--- src/sv/kws_pkg.sv ---
// Package for the k-mer window shifter: the command that the front end
// hands to the execution back end, and the ASCII codes the front end decodes.
// No dependencies.
package kws_pkg;

	localparam int MaxBases = 4;

	// One classified input transaction: up to four bases in stream order.
	typedef struct packed {
		logic                     start;     // clear window, mask and position first
		logic [2:0]               nb;        // number of bases, 0 to 4
		logic [MaxBases-1:0][1:0] codes;     // codes[i] is base i
		logic [MaxBases-1:0]      unk;       // unk[i] marks base i unknown
		logic [1:0]               last_idx;  // index of the last known base
		logic [15:0]              tag;
	} cmd_t;

	localparam logic [7:0] ChSpace = 8'h20;
	localparam logic [7:0] ChTab   = 8'h09;
	localparam logic [7:0] ChCr    = 8'h0D;
	localparam logic [7:0] ChLf    = 8'h0A;
	localparam logic [7:0] ChNU    = 8'h4E;
	localparam logic [7:0] ChNL    = 8'h6E;
	localparam logic [7:0] ChCU    = 8'h43;
	localparam logic [7:0] ChCL    = 8'h63;
	localparam logic [7:0] ChAU    = 8'h41;
	localparam logic [7:0] ChAL    = 8'h61;
	localparam logic [7:0] ChGU    = 8'h47;
	localparam logic [7:0] ChGL    = 8'h67;

	localparam logic [1:0] CodeT = 2'd0;
	localparam logic [1:0] CodeC = 2'd1;
	localparam logic [1:0] CodeA = 2'd2;
	localparam logic [1:0] CodeG = 2'd3;

	localparam logic ModePacked = 1'b0;

endpackage

--- src/sv/kws_if.sv ---
// Valid/ready channel interfaces for the k-mer window shifter: base input
// and window result. No dependencies.
interface kws_in_if;
	logic        valid;
	logic        ready;
	logic        mode;
	logic [7:0]  data;
	logic [3:0]  unknown_mask;
	logic [2:0]  base_count;
	logic        sequence_start;
	logic [15:0] sequence_id;

	modport source(output valid, mode, data, unknown_mask, base_count, sequence_start,
		sequence_id, input ready);
	modport sink(input valid, mode, data, unknown_mask, base_count, sequence_start,
		sequence_id, output ready);
endinterface

interface kws_out_if;
	logic        valid;
	logic        ready;
	logic [63:0] window;
	logic [63:0] valid_bits;
	logic [31:0] position;
	logic [15:0] sequence_tag;
	logic        last_of_item;

	modport source(output valid, window, valid_bits, position, sequence_tag, last_of_item,
		input ready);
	modport sink(input valid, window, valid_bits, position, sequence_tag, last_of_item,
		output ready);
endinterface

--- src/sv/kws_front.sv ---
// Front end: accepts input transactions and classifies them into commands.
// Depends on kws_pkg and kws_in_if.
module kws_front (
	kws_in_if.sink        bases,
	input  logic          q_full,
	output logic          q_wr,
	output kws_pkg::cmd_t q_cmd
);
	import kws_pkg::*;

	logic [2:0] nb_sat;
	logic [1:0] lcode;
	logic       lskip;
	logic       lunk;

	assign bases.ready = !q_full;
	assign q_wr = bases.valid && !q_full;
	assign nb_sat = (bases.base_count > 3'd4) ? 3'd4 : bases.base_count;

	always_comb begin
		lskip = 1'b0;
		lunk = 1'b0;
		lcode = CodeT;
		case (bases.data)
			ChSpace, ChTab, ChCr, ChLf: lskip = 1'b1;
			ChNU, ChNL: lunk = 1'b1;
			ChCU, ChCL: lcode = CodeC;
			ChAU, ChAL: lcode = CodeA;
			ChGU, ChGL: lcode = CodeG;
			default: lcode = CodeT;
		endcase
	end

	always_comb begin
		q_cmd.start = bases.sequence_start;
		q_cmd.tag = bases.sequence_id;
		q_cmd.codes = '0;
		q_cmd.unk = '0;
		q_cmd.last_idx = 2'd0;
		if (bases.mode == ModePacked) begin
			q_cmd.nb = nb_sat;
			for (int i = 0; i < MaxBases; i++) begin
				q_cmd.codes[i] = bases.data[7-2*i -: 2];
				q_cmd.unk[i] = bases.unknown_mask[3-i];
				// The last known base among those used carries the end-of-item flag.
				if (3'(i) < nb_sat && !bases.unknown_mask[3-i])
					q_cmd.last_idx = 2'(i);
			end
		end else begin
			q_cmd.nb = lskip ? 3'd0 : 3'd1;
			q_cmd.codes[0] = lcode;
			q_cmd.unk[0] = lunk;
		end
	end

endmodule

--- src/sv/kws_queue.sv ---
// Two-entry command queue between the front and back ends.
// Depends on kws_pkg.
module kws_queue (
	input  logic          clk,
	input  logic          arst_n,
	input  logic          wr,
	input  kws_pkg::cmd_t wr_cmd,
	output logic          full,
	input  logic          rd,
	output logic          head_valid,
	output kws_pkg::cmd_t head
);
	import kws_pkg::*;

	cmd_t       mem_q [2];
	logic       wptr_q;
	logic       rptr_q;
	logic [1:0] cnt_q;

	assign full = (cnt_q == 2'd2);
	assign head_valid = (cnt_q != 2'd0);
	assign head = mem_q[rptr_q];

	always_ff @(posedge clk) begin
		if (wr)
			mem_q[wptr_q] <= wr_cmd;
	end

	always_ff @(posedge clk or negedge arst_n) begin
		if (!arst_n) begin
			wptr_q <= 1'b0;
			rptr_q <= 1'b0;
			cnt_q <= 2'd0;
		end else begin
			if (wr)
				wptr_q <= !wptr_q;
			if (rd)
				rptr_q <= !rptr_q;
			if (wr && !rd)
				cnt_q <= cnt_q + 2'd1;
			else if (rd && !wr)
				cnt_q <= cnt_q - 2'd1;
		end
	end

endmodule

--- src/sv/kws_back.sv ---
// Back end: executes queued commands one base per cycle while its result
// register is free, keeps the window, fill mask and position, and drives
// the registered result channel. Depends on kws_pkg and kws_out_if.
module kws_back #(
	parameter int WINDOW_BASES = 32
) (
	input  logic          clk,
	input  logic          arst_n,
	input  logic          head_valid,
	input  kws_pkg::cmd_t head,
	output logic          rd,
	kws_out_if.source     results
);
	import kws_pkg::*;

	localparam logic [63:0] KeepMask = ~({64{1'b1}} >> (2 * WINDOW_BASES));

	logic [63:0] win_q;
	logic [63:0] mask_q;
	logic [31:0] pos_q;
	logic [1:0]  idx_q;

	logic        ovalid_q;
	logic [63:0] owin_q;
	logic [63:0] omask_q;
	logic [31:0] opos_q;
	logic [15:0] otag_q;
	logic        olast_q;

	logic        clr;
	logic [63:0] bwin;
	logic [63:0] bmask;
	logic [31:0] bpos;
	logic        is_unk;
	logic [1:0]  code;
	logic        empty_cmd;
	logic        last_slot;
	logic        out_free;
	logic        fire;
	logic        emit;
	logic [63:0] nwin;
	logic [63:0] nmask;
	logic [31:0] npos;

	// A sequence start takes effect before the first base of its command.
	assign clr = (idx_q == 2'd0) && head.start;
	assign bwin = clr ? '0 : win_q;
	assign bmask = clr ? '0 : mask_q;
	assign bpos = clr ? '0 : pos_q;
	assign is_unk = head.unk[idx_q];
	assign code = head.codes[idx_q];
	assign empty_cmd = (head.nb == 3'd0);
	assign last_slot = ({1'b0, idx_q} == head.nb - 3'd1);
	assign out_free = !ovalid_q || results.ready;
	assign emit = !empty_cmd && !is_unk;
	assign fire = head_valid && (!emit || out_free);
	assign rd = fire && (empty_cmd || last_slot);

	always_comb begin
		if (empty_cmd) begin
			nwin = bwin;
			nmask = bmask;
			npos = bpos;
		end else if (is_unk) begin
			nwin = '0;
			nmask = '0;
			npos = bpos + 32'd1;
		end else begin
			nwin = ((bwin >> 2) | {code, 62'd0}) & KeepMask;
			nmask = ((bmask >> 2) | {2'b11, 62'd0}) & KeepMask;
			npos = bpos + 32'd1;
		end
	end

	always_ff @(posedge clk or negedge arst_n) begin
		if (!arst_n) begin
			win_q <= '0;
			mask_q <= '0;
			pos_q <= '0;
			idx_q <= 2'd0;
			ovalid_q <= 1'b0;
		end else begin
			if (fire) begin
				win_q <= nwin;
				mask_q <= nmask;
				pos_q <= npos;
				idx_q <= rd ? 2'd0 : idx_q + 2'd1;
			end
			if (fire && emit)
				ovalid_q <= 1'b1;
			else if (results.ready)
				ovalid_q <= 1'b0;
		end
	end

	always_ff @(posedge clk) begin
		if (fire && emit) begin
			owin_q <= nwin;
			omask_q <= nmask;
			opos_q <= npos;
			otag_q <= head.tag;
			olast_q <= (idx_q == head.last_idx);
		end
	end

	assign results.valid = ovalid_q;
	assign results.window = owin_q;
	assign results.valid_bits = omask_q;
	assign results.position = opos_q;
	assign results.sequence_tag = otag_q;
	assign results.last_of_item = olast_q;

endmodule

--- src/sv/kmer_window_shifter_top.sv ---
// Top level of the k-mer window shifter: front end, command queue, back end.
// Depends on kws_pkg, kws_if, kws_front, kws_queue and kws_back.
//
// Streams DNA bases into a sliding window of WINDOW_BASES 2-bit bases, newest in
// bits 63:62, and returns one result transaction per known base with the window,
// its fill mask, the 1-based position and the sequence tag. The front end takes
// one input transaction per cycle into a two-entry queue while it is not full;
// the back end, with a single base-shift step and a one-result output register,
// executes one base per cycle while that register can pass on its result. An
// item with no bases, such as a whitespace character, still passes through the
// back end as an empty command. Unknown bases and whitespace produce no result.
module kmer_window_shifter_top #(
	parameter int WINDOW_BASES = 32
) (
	input logic        clk,
	input logic        arst_n,
	kws_in_if.sink     bases,
	kws_out_if.source  results
);
	import kws_pkg::*;

	logic q_full;
	logic q_wr;
	cmd_t q_cmd;
	logic q_rd;
	logic head_valid;
	cmd_t head;

	kws_front u_front (
		.bases  (bases),
		.q_full (q_full),
		.q_wr   (q_wr),
		.q_cmd  (q_cmd)
	);

	kws_queue u_queue (
		.clk        (clk),
		.arst_n     (arst_n),
		.wr         (q_wr),
		.wr_cmd     (q_cmd),
		.full       (q_full),
		.rd         (q_rd),
		.head_valid (head_valid),
		.head       (head)
	);

	kws_back #(
		.WINDOW_BASES(WINDOW_BASES)
	) u_back (
		.clk        (clk),
		.arst_n     (arst_n),
		.head_valid (head_valid),
		.head       (head),
		.rd         (q_rd),
		.results    (results)
	);

endmodule

--- src/flat_wrapper.sv ---
// flat-port wrapper written by rule: the top's interface ports become plain ports
module kmer_window_shifter_top_flat import kws_pkg::*;
#(
	parameter int WINDOW_BASES = 32
)
  (clk, arst_n, bases_valid, bases_mode, bases_data, bases_unknown_mask, bases_base_count, bases_sequence_start, bases_sequence_id, bases_ready, results_valid, results_window, results_valid_bits, results_position, results_sequence_tag, results_last_of_item, results_ready);
  kws_in_if bases_i ();
  kws_out_if results_i ();
  input logic clk;
  input logic arst_n;
  input wire logic [$bits(bases_i.valid)-1:0] bases_valid;
  input wire logic [$bits(bases_i.mode)-1:0] bases_mode;
  input wire logic [$bits(bases_i.data)-1:0] bases_data;
  input wire logic [$bits(bases_i.unknown_mask)-1:0] bases_unknown_mask;
  input wire logic [$bits(bases_i.base_count)-1:0] bases_base_count;
  input wire logic [$bits(bases_i.sequence_start)-1:0] bases_sequence_start;
  input wire logic [$bits(bases_i.sequence_id)-1:0] bases_sequence_id;
  output wire logic [$bits(bases_i.ready)-1:0] bases_ready;
  output wire logic [$bits(results_i.valid)-1:0] results_valid;
  output wire logic [$bits(results_i.window)-1:0] results_window;
  output wire logic [$bits(results_i.valid_bits)-1:0] results_valid_bits;
  output wire logic [$bits(results_i.position)-1:0] results_position;
  output wire logic [$bits(results_i.sequence_tag)-1:0] results_sequence_tag;
  output wire logic [$bits(results_i.last_of_item)-1:0] results_last_of_item;
  input wire logic [$bits(results_i.ready)-1:0] results_ready;
  assign bases_i.valid = bases_valid;
  assign bases_i.mode = bases_mode;
  assign bases_i.data = bases_data;
  assign bases_i.unknown_mask = bases_unknown_mask;
  assign bases_i.base_count = bases_base_count;
  assign bases_i.sequence_start = bases_sequence_start;
  assign bases_i.sequence_id = bases_sequence_id;
  assign bases_ready = bases_i.ready;
  assign results_valid = results_i.valid;
  assign results_window = results_i.window;
  assign results_valid_bits = results_i.valid_bits;
  assign results_position = results_i.position;
  assign results_sequence_tag = results_i.sequence_tag;
  assign results_last_of_item = results_i.last_of_item;
  assign results_i.ready = results_ready;
  kmer_window_shifter_top #(.WINDOW_BASES(WINDOW_BASES)) u_core (.clk(clk), .arst_n(arst_n), .bases(bases_i), .results(results_i));
endmodule
--- config.mk ---
export PLATFORM = sky130hd
export DESIGN_NAME = kmer_window_shifter_top_flat
export DESIGN_NICKNAME = d
export VERILOG_FILES = /design/src/sv/kws_pkg.sv /design/src/sv/kws_if.sv /design/src/sv/kws_front.sv /design/src/sv/kws_queue.sv /design/src/sv/kws_back.sv /design/src/sv/kmer_window_shifter_top.sv /design/src/flat_wrapper.sv
export SDC_FILE = /design/constraint.sdc
export NUM_CORES = 1
export LEC_CHECK = 0
export ABC_AREA = 1
export BUFFER_PORTS_ARGS = -buffer_cell sky130_fd_sc_hd__buf_2
export CORE_MARGIN = 5
export CORE_UTILIZATION = 51
export CTS_CLUSTER_SIZE = 12
export DETAILED_ROUTE_END_ITERATION = 12
export HOLD_SLACK_MARGIN = 0.1
export PLACE_DENSITY = 0.8
export SYNTH_ARGS = -nofsm -noshare
export SYNTH_HDL_FRONTEND = slang
export SYNTH_SLANG_ARGS = --single-unit
--- constraint.sdc ---
create_clock -name clk -period 12.3 [get_ports clk]
set_input_delay 1.845 -clock clk [delete_from_list [all_inputs] [get_ports clk]]
set_output_delay 1.845 -clock clk [all_outputs]
set_load 0.01 [all_outputs]
==> out/metrics.cfg <==
[run_status]
status=completed

[sta]
setup_violations=0
tightest_slew_ns=1.16
period_needed_ns=6.40
rsz0062_at_grt=false
tns_ns=0
skew_ns=0.0190
fin_crit_sh=0.520
hold_violations=0
layout_setup_ws_ns=5.90
max_freq_mhz=156
drv_slew=0
max_slew_margin=0.226

[floorplanning]
die_h_um=194
die_area_um2=37600
dieWidth_um=194
core_area_um2=33400
rows=67
start_util=0.515
boundaryPins=216

[placed_design]
gp_congestion=0.855
hpwlAfterDp_um=24500
pre_cts_ws_ns=5.86
io_buffer_count=215
place_area_um2=18500

[synth]
synth_xor_area_frac=0.0132
ys_async_sr_fraction=0.405
synth_simple_gate_area_share=0.209
ys_seq_elements=412
synth_cell_types=39
synth.largest_area_cell=edfxtp_1
synth_flop_cell=edfxtp_1
synth_fp_nets=1715
yosysTopAreaCellShare=0.427
synth_top_family_by_area=simple AND/OR/NAND/NOR gates
netlist_instances=1673
synthesis.area_um2=17200
yosys.area_share.adder=0.00363
syn-mean-instance-area_um2=10.3
synth_area_leaders=edfxtp_1 (43%), dfrtp_1 (24%), nand2_1 (16%)
synth-edff-count=245
synth_compound_area_frac=0.0604
yosysWarnings=0
yosysSeqAreaShare=0.670
synthMuxAreaShare=0.000581

[final_layout]
fin_nets=1895
multi_input_area_um2=4980
n_fill_cell=2724
layout_commonest_cell=nand2_1
final_cell_mix=nand2_1 (730), edfxtp_1 (245), buf_2 (214), dfrtp_1 (167), o22ai_1 (130)
final_util=0.592
postLayoutCellArea_um2=19800
drive_gt1_frac=0.166
antenna-diode-count=0
synthToLayoutAreaGrowth_pct=15.0
seq_area_um2=11500

[critical_path]
cp-startpoint=u_core.u_queue.rptr_q
startpoint_type=flip-flop
required_ns=12.74
critPathArrivalTime_ns=6.83
critPathCaptureType=flip-flop
worst-path-max-fanout=115
path_class=reg -> reg
r2r_start=u_core.u_queue.rptr_q

[flow_run]
cap_violations=0

[routing]
drtAntennaViolNets=0
drc=0
vias=12552
viasPerCell=5.38
wl_met1_um=16000
drtIter0Drc=1063
routed-wl-met3_um=2710
wl_met2_um=18700
wirelength_um=38700
maxUsedRoutingLayer=met4
firstDrtPassIters=5
wl_per_cell_um=16.6

[power_and_ir_drop]
pwr_density_cell_nw_per_um2=260
leakage_uw=0.00877
vdd.ir_drop.worst_mv=0.155

[clocking]
clk_latency_ns=0.54
hold_buffers=0
cts_setup_buffers=0
cts-resized-gates=0
cts_buffers=43
cts_max_path_buffers=3
cts_sinks=412
cts_htree_levels=2
cts_tree=done
path_clk_slew_ns=0.06
cts_root_buf=clkbuf_16

[global_routing]
grt_start_max_net_pins=116
grt_overflow=0
antenna_found_initial=0
grt_pass1_wl_um=62900
grt_pass1_vias=11992
track_usage=0.202

[min_path]
hp-class=reg -> reg
worstHoldStart=u_core.u_back.mask_q[4]

## registers in the layout (all words and copies together), names as in the netlist
name                                cells
u_core.u_back.results.sequence_tag     16
u_core.u_back.results.window           64
u_core.u_back.win_q                    64
u_core.u_back.mask_q                   64
u_core.u_queue.rptr_q                   1
u_core.u_back.results.valid_bits       64
u_core.u_queue.mem_q                   68
u_core.u_back.idx_q                     2
u_core.u_back.pos_q                    32
u_core.u_back.results.position         32
u_core.u_back.results.valid             1
u_core.u_queue.wptr_q                   1
u_core.u_back.results.last_of_item      1
u_core.u_queue.cnt_q                    2
## power breakdown
part	total (uW)	switching (uW)	internal [uW]
registers	2210	155	2060
logic	1740	1310	429
clock network	1200	500	698
total	5150	1970	3190
## final timing paths
check | end | slack [ns] | cells after the start
max | u_core.u_back.win_q[0] | 5.90 | 12
min | u_core.u_back.mask_q[4] | 0.48 | 2
max reg2reg | u_core.u_back.win_q[0] | 5.90 | 12
min reg2reg | u_core.u_back.mask_q[4] | 0.48 | 2
max in group asynchronous | u_core.u_back.win_q[41] | 9.43 | 2
min in group asynchronous | u_core.u_back.win_q[47] | 1.44 | 1
## critical path, stage by stage, from the launching register on
cell and delay (ns):
dfrtp_1 0.36, buf_4 0.25, inv_4 0.30, o21ai_0 0.24, ha_1 0.30, nand2_4 0.45
nand3_4 0.63, o22ai_4 1.02, buf_4 0.66, buf_4 0.65, inv_4 0.40, buf_4 0.57
o21ai_0 0.36
## per-stage QoR
step                      instances  total power [uW]  hold slack [ns]
after floorplan                1673              3510            0.449
after global placement         2256              3950            0.461
after detailed placement       2256              4000            0.465
after CTS                      2334              5210            0.481
after global routing           2334              5440            0.489
final                          2334              5150            0.478
## cells in the mapped netlist, drive strengths merged, types with 11 or more instances
| library cell | n |
|---|---|
| o22ai | 131 |
| o21ai | 30 |
| clkbuf | 19 |
| nand2 | 734 |
| nor2 | 78 |
| dfrtp | 167 |
| nand3 | 62 |
| edfxtp | 245 |
| inv | 72 |
| xor2 | 15 |
| xnor2 | 11 |
| buf | 73 |
## kinds of logic after synthesis
family / after synthesis
AOI/OAI and AO/OA: 171
xor gates and xnor gates: 26
adders and majority gates: 5
buffers and inverters: 164
DFF: 412
muxes: 1
and+or+nand+nor: 894
## layout make-up
class,instances,share of cell area
clock inverters,11,0.00543
flip-flops and latches,412,0.583
inverters,72,0.0139
repair buffers,227,0.0592
well taps,448,0.0283
multi-input cells,1097,0.251
clock buffers,67,0.0594
## layer usage
metal,vias to the layer above,track usage
li1,5945,-
met1,5994,0.275
met2,530,0.331
met3,83,0.0389
met4,0,0.0682
met5,-,0
No activity file was read; power rests on OpenSTA's default activity.
